**src/design/tls_pkg.sv**
```systemverilog
// Shared types and constants for the telnet line sanitiser.
`default_nettype none
package tls_pkg;

  typedef struct packed {
    logic [7:0] in_byte;
    logic       in_last;
  } tls_in_t;

  typedef struct packed {
    logic [6:0] out_char;
    logic [8:0] spaces_before;
    logic       has_char;
    logic       line_end;
  } tls_out_t;

  localparam logic [7:0] B_IAC   = 8'hFF;
  localparam logic [7:0] B_SE    = 8'hF0;
  localparam logic [7:0] B_SB    = 8'hFA;
  localparam logic [7:0] B_WILL  = 8'hFB;
  localparam logic [7:0] B_DONT  = 8'hFE;
  localparam logic [7:0] B_SPACE = 8'h20;
  localparam logic [7:0] B_DEL   = 8'h7F;
  localparam logic [7:0] B_TAB   = 8'h09;

  localparam logic [2:0] MODE_TEXT    = 3'd0;
  localparam logic [2:0] MODE_CMD     = 3'd1;
  localparam logic [2:0] MODE_OPT     = 3'd2;
  localparam logic [2:0] MODE_SUB     = 3'd3;
  localparam logic [2:0] MODE_SUB_IAC = 3'd4;

  localparam int unsigned SPACE_W = 9;

endpackage
`default_nettype wire

```
**src/design/telnet_line_sanitiser.sv**
```systemverilog
// Top level of the telnet line sanitiser: input register, parser, result register.
// Strips telnet commands, option negotiation and subnegotiation from a received
// line, turns tabs into spaces, drops non-printable bytes and trims leading and
// trailing spaces; inner spaces are reported as a saturated count carried with
// the next character. One byte per clock cycle is taken while the input is not
// stalled. An accepted byte passes through the input register and then, when it
// yields a result, into the result register that drives the output. The input
// stalls only while a pending result cannot move into a held output register.
`default_nettype none
module telnet_line_sanitiser #(
  parameter int unsigned MAX_LINE_BYTES = 512
) (
  input  wire               clk_i,
  input  wire               rst_ni,
  input  wire               in_valid_i,
  output logic              in_stall_o,
  input  tls_pkg::tls_in_t  in_data_i,
  output logic              out_valid_o,
  input  wire               out_stall_i,
  output tls_pkg::tls_out_t out_data_o
);
  import tls_pkg::*;

  logic     s1_valid_q;
  tls_in_t  s1_data_q;
  logic     out_valid_q;
  tls_out_t out_data_q;

  logic     emit;
  tls_out_t res;
  logic     out_free;
  logic     s1_fire;
  logic     in_take;

  tls_parse #(
    .MAX_LINE_BYTES(MAX_LINE_BYTES)
  ) u_parse (
    .clk_i  (clk_i),
    .rst_ni (rst_ni),
    .item_i (s1_data_q),
    .adv_i  (s1_fire),
    .emit_o (emit),
    .res_o  (res)
  );

  assign out_free   = !out_valid_q || !out_stall_i;
  assign s1_fire    = s1_valid_q && (!emit || out_free);
  assign in_stall_o = s1_valid_q && !s1_fire;
  assign in_take    = in_valid_i && !in_stall_o;

  always_ff @(posedge clk_i or negedge rst_ni) begin
    if (!rst_ni) begin
      s1_valid_q  <= 1'b0;
      out_valid_q <= 1'b0;
    end else begin
      if (in_take) s1_valid_q <= 1'b1;
      else if (s1_fire) s1_valid_q <= 1'b0;
      if (s1_fire && emit) out_valid_q <= 1'b1;
      else if (!out_stall_i) out_valid_q <= 1'b0;
    end
  end

  always_ff @(posedge clk_i) begin
    if (in_take) s1_data_q <= in_data_i;
    if (s1_fire && emit) out_data_q <= res;
  end

  assign out_valid_o = out_valid_q;
  assign out_data_o  = out_data_q;

endmodule
`default_nettype wire

```
**src/design/tls_parse.sv**
```systemverilog
// Telnet mode machine, held-space counter and per-byte result logic.
`default_nettype none
module tls_parse #(
  parameter int unsigned MAX_LINE_BYTES = 512
) (
  input  wire              clk_i,
  input  wire              rst_ni,
  input  tls_pkg::tls_in_t item_i,
  input  wire              adv_i,
  output logic             emit_o,
  output tls_pkg::tls_out_t res_o
);
  import tls_pkg::*;

  localparam int unsigned CapRaw = (MAX_LINE_BYTES - 1 < 511) ? (MAX_LINE_BYTES - 1) : 511;
  localparam logic [SPACE_W-1:0] SpaceCap = SPACE_W'(CapRaw);

  logic [2:0]         mode_q, mode_d;
  logic [SPACE_W-1:0] held_q, held_d;
  logic               started_q, started_d;
  logic               has_char;
  logic [7:0]         b;

  assign b = item_i.in_byte;

  always_comb begin
    mode_d    = mode_q;
    held_d    = held_q;
    started_d = started_q;
    has_char  = 1'b0;
    case (mode_q)
      MODE_CMD: begin
        if (b == B_SB) mode_d = MODE_SUB;
        else if (b >= B_WILL && b <= B_DONT) mode_d = MODE_OPT;
        else mode_d = MODE_TEXT;
      end
      MODE_OPT: mode_d = MODE_TEXT;
      MODE_SUB: begin
        if (b == B_IAC) mode_d = MODE_SUB_IAC;
      end
      MODE_SUB_IAC: begin
        if (b == B_SE) mode_d = MODE_TEXT;
        else if (b != B_IAC) mode_d = MODE_SUB;
      end
      default: begin
        mode_d = MODE_TEXT;
        if (b == B_IAC) begin
          mode_d = MODE_CMD;
        end else if (b == B_TAB || b == B_SPACE) begin
          if (started_q && held_q < SpaceCap) held_d = held_q + SPACE_W'(1);
        end else if (b > B_SPACE && b < B_DEL) begin
          has_char  = 1'b1;
          held_d    = '0;
          started_d = 1'b1;
        end
      end
    endcase
    if (item_i.in_last) begin
      mode_d    = MODE_TEXT;
      held_d    = '0;
      started_d = 1'b0;
    end
  end

  assign emit_o              = has_char | item_i.in_last;
  assign res_o.out_char      = has_char ? b[6:0] : 7'd0;
  assign res_o.spaces_before = has_char ? held_q : '0;
  assign res_o.has_char      = has_char;
  assign res_o.line_end      = item_i.in_last;

  always_ff @(posedge clk_i or negedge rst_ni) begin
    if (!rst_ni) begin
      mode_q    <= MODE_TEXT;
      held_q    <= '0;
      started_q <= 1'b0;
    end else if (adv_i) begin
      mode_q    <= mode_d;
      held_q    <= held_d;
      started_q <= started_d;
    end
  end

endmodule
`default_nettype wire

```
**config.mk**
```make
export PLATFORM = sky130hd
export DESIGN_NAME = telnet_line_sanitiser
export DESIGN_NICKNAME = d
export VERILOG_FILES = /design/src/design/tls_pkg.sv /design/src/design/telnet_line_sanitiser.sv /design/src/design/tls_parse.sv
export SDC_FILE = /design/constraint.sdc
export NUM_CORES = 1
export LEC_CHECK = 0
export BUFFER_PORTS_ARGS = -buffer_cell sky130_fd_sc_hd__buf_2
export CORE_AREA = 5 5 67 63
export CTS_BUF_LIST = sky130_fd_sc_hd__clkbuf_16
export DETAILED_ROUTE_END_ITERATION = 6
export DIE_AREA = 0 0 72 68
export PLACE_DENSITY = 0.84
export SYNTH_ARGS = -nofsm -noshare
export SYNTH_HDL_FRONTEND = slang
export SYNTH_SLANG_ARGS = --single-unit
```
**constraint.sdc**
```tcl
create_clock -name clk_i -period 3.3 [get_ports clk_i]
set_clock_uncertainty 0.05 [all_clocks]
set_input_delay 0.33 -clock clk_i [delete_from_list [all_inputs] [get_ports clk_i]]
set_output_delay 0.33 -clock clk_i [all_outputs]
set_load 0.01 [all_outputs]
```
After elaboration in Yosys (flattened, before gate mapping)
Cells that the tools add are included.

Add/sub/neg operators: 1. $lt $le $gt $ge: 5. Eq/ne operators: 17. Mux-type cells: 27. Bitwise logic cells: 1. Reduce and logical (&&, ||, !) cells: 22.

Operators with widths (count): 9-bit two-way mux (6); 8-bit == test, second input constant (3); 3-bit two-way mux (5); 1-bit two-way mux (14); 3-bit case mux with 4 select lines (1); 5-bit AND reduction (2); 9-bit by 1-bit adder with 9-bit output, second input constant (1); 9-bit less-than comparator, second input constant (1); 8-bit by 4-bit == test with 1-bit output, second input constant (1); 8-bit by 6-bit == test with 1-bit output, second input constant (1); 8-bit greater-or-equal comparator, second input constant (1); 8-bit by 6-bit greater-than comparator with 1-bit output, second input constant (1); 8-bit less-or-equal comparator, second input constant (1); 8-bit by 7-bit less-than comparator with 1-bit output, second input constant (1); 8-bit != test, second input constant (1); 1-bit logical AND (7); 3-bit by 2-bit == test with 1-bit output, second input constant (2); 1-bit zero test (5); 2-bit by 1-bit != test with 1-bit output, second input constant (2); 2-bit != test, second input constant (2); 4-bit by 2-bit != test with 1-bit output, second input constant (1); 2-bit nonzero test (2); 4-bit OR reduction (1); 3-bit by 1-bit == test with 1-bit output, second input constant (1); 8 further kinds (10).

Bits in registers: 42. Input bits: 13. Output and inout bits: 20. Logic and storage cells: 84.

Longest topological paths before layout
Gate-level depths: netlist of run 1.

Depth in word-level cells: 15. Gate-level depth with buffers: 6.

Cells and area by module
A second synthesis of run 1 with hierarchy kept.

Cells, all modules: 162. Area total of the unflattened synthesis: 1924.3 µm².

Modules (own cells, without submodules): tls_parse (instances 1, cells each 123, area an instance 1008.5 µm²); telnet_line_sanitiser (instances 1, cells each 39, area an instance 915.9 µm²).

Least setup slack after synthesis of run 1
Ideal clock, no wire load.

Path kind: register -> register. From: register u_parse.mode_q[0]. To: register out_data_q (netlist bit out_data_o[0]), enable pin. Arrival time: 1.828 ns. Setup slack: 1.061 ns. Cell stages (with the launch flop): 5. Path buffers: 0. Period minus slack after synthesis: 2.239 ns. Path through: dfrtp_1 -> or3_4 -> a22o_1 -> o41a_1 -> clkinv_1.

Cells in the longest elaborated chain, start to end: 8.

RTL lines: start: declaration (RTL line tls_parse.sv:18) `logic [2:0] mode_q, mode_d;`; start signal: assignment (RTL line tls_parse.sv:77) `mode_q <= mode_d;`; 3-bit by 1-bit == test with 1-bit output (tied with other cells) (RTL line tls_parse.sv:31) `case (mode_q)`; 4-bit OR reduction (no line) *; 1-bit two-way mux * (RTL line tls_parse.sv:31); 1-bit OR * (RTL line tls_parse.sv:65) `assign emit_o = has_char | item_i.in_last;`; 1-bit zero test (RTL line telnet_line_sanitiser.sv:47) `assign s1_fire = s1_valid_q && (!emit || out_free);`; 1-bit logical OR (RTL line telnet_line_sanitiser.sv:47); 1-bit logical AND (RTL line telnet_line_sanitiser.sv:47); 1-bit logical AND * (RTL line telnet_line_sanitiser.sv:65) `if (s1_fire && emit) out_data_q <= res;`; end signal: assignment (RTL line telnet_line_sanitiser.sv:65); end: declaration (RTL line telnet_line_sanitiser.sv:27) `tls_out_t out_data_q;`.

Mark *: on every way between the ends. The rest lies on a longest branch, timed or not. A chain may end at the register's enable or synchronous reset.

Final worst setup path of run 1
From: register s1_data_q[2] (netlist name). To: output in_stall_o.

Cells in the longest elaborated chain, start to end: 12.

RTL lines: start: declaration (RTL line telnet_line_sanitiser.sv:25) `tls_in_t s1_data_q;`; start signal: assignment (RTL line telnet_line_sanitiser.sv:64) `if (in_take) s1_data_q <= in_data_i;`; 8-bit by 6-bit greater-than comparator with 1-bit output / 8-bit by 7-bit less-than comparator with 1-bit output (equally long branches) (RTL line tls_parse.sv:51) `end else if (b > B_SPACE && b < B_DEL) begin`; 1-bit logical AND (RTL line tls_parse.sv:51); 1-bit two-way mux (RTL line tls_parse.sv:51); 1-bit two-way mux (RTL line tls_parse.sv:49) `end else if (b == B_TAB || b == B_SPACE) begin`; 1-bit two-way mux * (RTL line tls_parse.sv:47) `if (b == B_IAC) begin`; 1-bit two-way mux * (RTL line tls_parse.sv:31); 1-bit OR * (RTL line tls_parse.sv:65); 1-bit zero test * (RTL line telnet_line_sanitiser.sv:47); 1-bit logical OR * (RTL line telnet_line_sanitiser.sv:47); 1-bit logical AND * (RTL line telnet_line_sanitiser.sv:47); 1-bit zero test * (RTL line telnet_line_sanitiser.sv:48) `assign in_stall_o = s1_valid_q && !s1_fire;`; 1-bit logical AND * (RTL line telnet_line_sanitiser.sv:48); end: declaration (RTL line telnet_line_sanitiser.sv:16) `output logic in_stall_o,`.

Marked as above.

==> results of run 1 <==
==> routing by layer <==
layer / up-vias / routed length, um / track usage (%)
li1: 685 / - / -
met1: 697 / 1520 / 19.14
met2: 55 / 1975 / 32.34
met3: 6 / 256 / 4.846
met4: 0 / 64 / 8.451
met5: - / 0 / 0
==> stage by stage <==
step / hold WS [ns] / utilization (%) / setup slack (ns) / power [W]
3_3_place_gp: 0.1988 / 61.48 / 1.068 / 0.0007470
6_report: 0.1746 / 65.78 / 0.8482 / 0.001196
5_1_grt: 0.1628 / 65.78 / 0.6955 / 0.001249
4_1_cts: 0.1678 / 65.78 / 0.8803 / 0.001210
2_1_floorplan: -0.01559 / - / 1.061 / 0.0006984
3_5_place_dp: 0.2033 / 61.48 / 0.9677 / 0.0007506
==> sequential cells by signal (all words and copies together) (netlist names) <==
signal and cells:
out_data_o 18, s1_data_q 9, u_parse.held_q 9, u_parse.mode_q 3, out_valid_o 1, s1_valid_q 1, u_parse.started_q 1
==> final cells by class <==
class	instances	area [um^2]
timing repair buffer	35	185.2
clock buffer	5	125.1
sequential	42	1186
fill	273	1205
tap	46	57.56
multi-input combinational	113	734.5
inverter	3	11.26
clock inverter	3	16.27
==> synthesized netlist by cell type (all sizes together) <==
library cell and count:
edfxtp 27, and2 17, dfrtp 15, nor2 12, nand2 10, o21ai 9, nand3 7, nand4 6
a21oi 5, and3 4, nor4 4, or3 4, mux2 3, xnor2 3, a21o 2, a311o 2
and4 2, clkbuf 2, inv 2, nand2b 2, nand3b 2, nor3 2, nor3b 2, nor4b 2
o2111ai 2, a22o 1, a31oi 1, and3b 1, buf 1, clkinv 1, ha 1, nand4b 1
nor4bb 1, o211a 1, o21a 1, o41a 1, or4bb 1, xor2 1
==> critical path: stages, from the launching register on <==
cell,delay (ns)
edfxtp_1,0.47
nor4_2,0.48
a22o_1,0.27
nor3_2,0.07
o2111ai_1,0.29
inv_1,0.07
buf_2,0.14
==> cells by family (layout without fill, tap and decap cells) <==
family	count (synthesis)	count (layout)	share of synthesized area (%)
AO/OA/AOI/OAI	25	25	8.741
XOR/XNOR	4	4	1.800
AND/OR/NAND/NOR	80	80	24.81
adder cells (fa/ha/maj)	1	1	0.6426
multiplexers	3	3	1.735
flip-flops	42	42	60.93
buffers and inverters	6	46	1.350
==> report_power, final <==
| part | switching (W) | internal (W) |
|---|---|---|
| sequential | 0.0000223 | 0.000604 |
| clock | 0.000179 | 0.000275 |
| combinational | 0.0000709 | 0.0000442 |
| total | 0.000272 | 0.000924 |
==> path summary, 6_finish.rpt <==
check                                                   start                       endpoint  slack (ns)  depth (start not counted)
max in group asynchronous                              rst_ni  u_parse.held_q[3]$_DFFE_PN0P_        2.51                          2
min in group asynchronous                              rst_ni  u_parse.mode_q[1]$_DFFE_PN0P_        0.43                          2
worst max register to register         s1_data_q[2]$_DFFE_PP_         s1_data_q[2]$_DFFE_PP_        0.91                          5
worst max-delay path                   s1_data_q[2]$_DFFE_PP_                     in_stall_o        0.85                          6
worst min register to register  u_parse.started_q$_DFFE_PN0P_  u_parse.started_q$_DFFE_PN0P_        0.44                          1
worst min-delay path                             in_data_i[7]         s1_data_q[7]$_DFFE_PP_        0.17                          1
==> results.md, run 1 <==
* Final Cell Area at 2316 um^2
* Vias in the first global route at 1408
* Worst Max-Slew Pin Slew at 0.4955 ns
* GPL Wtd Cong at 0.9078
* Cts hold-fix bufs at 1
* Fin nets at 214
* Mean Syn Cell Area at 12.09 um^2
* Mapped Area at 1947 um^2
* Die ar. at 4896 um^2
* Crit path max fanout at 6
* WL final at 3816 um
* Req. time, crit path at 2.92 ns
* Clock latency on the worst-skew pair at 0.28 ns
* Tcrit/Tclk final at 74.30%
* GRT Resource Usage Total at 17.70%
* CP Class: flop to output port
* DRT Pass-1 Iters at 4
* Final setup vio count at 0
* RSZ-0062 raised after global routing: false
* Final ANT Viol Nets at 0
* Max-slew violation count at 0
* Arrival time of the worst setup path at 2.07 ns
* Top Ports at 33
* Syn Nets at 175
* Starting Density at 55.29%
* Cell Pwr Density at 516.4 nW/um^2
* CTS tree: built
* Setup Buffers After CTS at 0
* # rows at 21
* # resized after CTS at 0
* Drt initial violations at 104
* Worst slew margin at 66.62%
* Final hold vios at 0
* Total negative slack at 0 ns
* Leak at 0.9534 nW
* Non-filler cells, final at 247
* Area Overhead vs Synth at 18.96%
* Synth warn at 0
* First-pass GRT wire length at 6458 um
* Core Region at 3521 um^2
* Placed inst area at 2165 um^2
* Max-cap violations at 0
* Peak supply drop at 0.3103 mV
* Final min period at 2.452 ns
* Die W at 72 um
* H-Tree Depth at 2
* DP HPWL at 2661 um
* Distinct cells, synth at 44
* Max clock buf depth at 2
* Drc violations at 0
* Clock root buffer: clkbuf_16
* Fmax at 0.4079 GHz
* Placed cell count at 238
* Cell taking the most area after synthesis: edfxtp_1
* Clk sinks at 42
* Seq/Total Area, Yosys at 60.93%
* Layout cells sized above 1 at 23.88%
* Initial antenna violation count at 0
* Most frequent cells in the layout: buf_2, edfxtp_1, and2_1
* Most common cell after layout, fill and taps aside: buf_2
* Number of diodes at 0
* Class of the worst hold path: input port to flop
* Port buffer count at 32
* Pin count of the biggest net entering global routing at 26
* CTS clk-pin slew, worst paths at 0.05 ns
* Crit path capture type: output port
* Vias at 1443
* Wire length per cell at 15.45 um
* Status: finished, final reports clean
* Die Y at 68 um
* Synth top area cells: edfxtp_1, dfrtp_1, and2_1
* Share of the synthesized area in the top cell type at 41.65%
* Gate Count Post-Synth at 161
* Global route overflow at 0
* Vias per std cell at 5.842
* #FFs+latches synth at 42
* Crit start category: flop
* CTS Buf Count at 5
Note: power is estimated with default switching activity, not from simulation.
==> run 2: changes to the inputs <==
--- a/config.mk
+++ b/config.mk
@@ -6,11 +6,11 @@
 export NUM_CORES = 1
 export LEC_CHECK = 0
 export BUFFER_PORTS_ARGS = -buffer_cell sky130_fd_sc_hd__buf_2
-export CORE_AREA = 5 5 67 63
+export CORE_AREA = 5 5 72 68
 export CTS_BUF_LIST = sky130_fd_sc_hd__clkbuf_16
 export DETAILED_ROUTE_END_ITERATION = 6
-export DIE_AREA = 0 0 72 68
-export PLACE_DENSITY = 0.84
+export DIE_AREA = 0 0 77 73
+export PLACE_DENSITY = 0.76
 export SYNTH_ARGS = -nofsm -noshare
 export SYNTH_HDL_FRONTEND = slang
 export SYNTH_SLANG_ARGS = --single-unit
==> constraint.sdc (replaced) <==
create_clock -name clk_i -period 2.19 [get_ports clk_i]
set_clock_uncertainty 0.05 [all_clocks]
set_input_delay 0.219 -clock clk_i [delete_from_list [all_inputs] [get_ports clk_i]]
set_output_delay 0.219 -clock clk_i [all_outputs]
set_load 0.01 [all_outputs]
==> run 2 against run 1 <==
Compared with the run above: flip-flop and latch count unchanged; critical path depth unchanged; setup slack worse by 0.81 ns; global-route usage down 2.3 points; first-iteration DRC count up 12%; final area up 6.4%; register-to-register slack worse by 0.86 ns; highest routed layer unchanged; critical endpoint unchanged; critical path type unchanged.
==> results.md, run 2 (synthesis gave the netlist of run 1 again) <==
* Vias at 1459
* Die ar. at 5621 um^2
* Vias in the first global route at 1480
* Fin nets at 224
* Class of the worst hold path: input port to flop
* Routed wl met3 at 256 um
* Finished Core Util at 59.07%
* Final worst setup slack at 0.04285 ns
* # rows at 23
* First-pass GRT wire length at 6893 um
* Clock latency on the worst-skew pair at 0.28 ns
* CTS Buf Count at 5
* Setup WS pre-CTS at 0.07587 ns
* DRT Pass-1 Iters at 4
* Crit-path cells: or3_4, a22o_4, nor3_4, o2111ai_2, inv_1, buf_2
* Most common cell after layout, fill and taps aside: buf_2
* Layout cells sized above 1 at 28.44%
* M1 WL at 1643 um
* Drc violations at 0
* Global route overflow at 0
* Stages on the worst setup path at 6
* CP Class: flop to output port
* Wire length per cell at 15.29 um
* Peak supply drop at 0.5106 mV
* Clk sinks at 42
* Max clock buf depth at 2
* Max-slew violation count at 0
* DR WL met2 at 2029 um
* Largest register FFs at 18
* Pin count of the biggest net entering global routing at 26
* GRT Resource Usage Total at 15.41%
* Final hold vios at 0
* Max incr delay on CP at 0.41 ns
* RSZ-0062 raised after global routing: true
* Number of diodes at 0
* Fillers at 345
* Die Y at 73 um
* Req. time, crit path at 1.92 ns
* Clock root buffer: clkbuf_16
* Max-cap violations at 0
* Arrival time of the worst setup path at 1.88 ns
* CP max stage cell: or3_4
* Initial antenna violation count at 0
* Leak at 1.040 nW
* Core Region at 4173 um^2
* WL final at 3990 um
* Drt initial violations at 116
* CP Launch Point: u_parse.mode_q[0]$_DFFE_PN0P_
* DP HPWL at 2838 um
* CP endpoint: in_stall_o
* Tcrit/Tclk final at 98.04%
* Crit path capture type: output port
* Status: finished, final reports clean
* Final ANT Viol Nets at 0
* CP Buf/Inv Count at 2
* H-Tree Depth at 2
* Total negative slack at 0 ns
* Crit path max fanout at 4
* Final setup vio count at 0
* Die W at 77 um
* Cell Pwr Density at 787.6 nW/um^2
* Port buffer count at 32
* Worst slew margin at 62.01%
* Most frequent cells in the layout: buf_2, edfxtp_1, and2_1
* Area Overhead vs Synth at 26.61%
* Top sig layer: met4
* Top Family by Delay on Critical Path: simple AND/OR/NAND/NOR gates
* Reg-to-Reg Start: u_parse.mode_q[0]$_DFFE_PN0P_
* GPL Wtd Cong at 0.8816
* Vias per std cell at 5.590
* Top Ports at 33
* Capture point of the worst reg-to-reg path: out_data_o[15]$_SDFFCE_PN0P_
* Worst Max-Slew Pin Slew at 0.5639 ns
* Final min period at 2.147 ns
* Starting Density at 46.66%
* Reg2Reg Depth at 5
* CTS tree: built
* Slack of the worst reg-to-reg path at 0.05 ns
* Fmax at 0.4657 GHz
* Crit start category: flop
* CTS clk-pin slew, worst paths at 0.06 ns
run 2: worst reg2reg max path: cells and delay by family (launching register included):
kind	cells	cell delay (ns)
AND/OR/NAND/NOR	1	0.41
AO/OA/AOI/OAI	2	0.74
buffers and inverters	2	0.26
flip-flops	1	0.38
run 2: worst min path at each step:
stage / startpoint / to / slack [ns] / depth (start not counted)
global placement: rst_ni / u_parse.held_q[6]$_DFFE_PN0P_ / 0.09 / 1
CTS: in_data_i[1] / s1_data_q[1]$_DFFE_PP_ / 0.06 / 1
finish: in_data_i[2] / s1_data_q[2]$_DFFE_PP_ / 0.06 / 1
detailed placement: rst_ni / u_parse.held_q[6]$_DFFE_PN0P_ / 0.1 / 1
floorplan: rst_ni / out_valid_o$_DFFE_PN0P_ / -0.13 / 0
global route: in_data_i[2] / s1_data_q[2]$_DFFE_PP_ / 0.05 / 1
run 2: power by group:
part           leakage, nW  switching (W)  internal [W]
Clock               0.0864       0.000270      0.000529
Combinational        0.486       0.000115     0.0000856
Sequential           0.468      0.0000318      0.000910
Total                 1.04       0.000417       0.00152
run 2: area by class of cell:
class | instances | area (um^2) | share of cell area (%)
Clock buffer | 5 | 125.1 | 5.076
Clock inverter | 3 | 37.54 | 1.523
Inverter | 3 | 12.51 | 0.5076
Multi-Input combinational cell | 113 | 755.7 | 30.66
Sequential cell | 42 | 1186 | 48.12
Tap cell | 50 | 62.56 | 2.538
Timing Repair Buffer | 45 | 285.3 | 11.57
run 2: timing repair:
item	4_1_cts	5_1_grt
gates resized for setup	1	2
buffers inserted	0	0
hold buffers	1	0
cloned	0	0
endpoints found under the setup margin	1	11
hold endpoints to repair	15	0
run 2: layer usage:
metal	GRT usage [%]	up-vias
li1	-	705
met1	19.31	700
met2	25.54	48
met3	4.444	6
met4	5.725	0
met5	0	-
run 2: per-stage QoR:
| stage | hold slack (ns) | cell area, um^2 | power [W] | cells |
|---|---|---|---|---|
| 3_5_place_dp | 0.09819 | 2271 | 0.001154 | 252 |
| 3_3_place_gp | 0.09464 | 2271 | 0.001148 | 252 |
| 2_1_floorplan | -0.1266 | 1948 | 0.001053 | 161 |
| 5_1_grt | 0.05189 | 2465 | 0.002027 | 261 |
| 6_report | 0.06395 | 2465 | 0.001941 | 261 |
| 4_1_cts | 0.05672 | 2450 | 0.001957 | 261 |
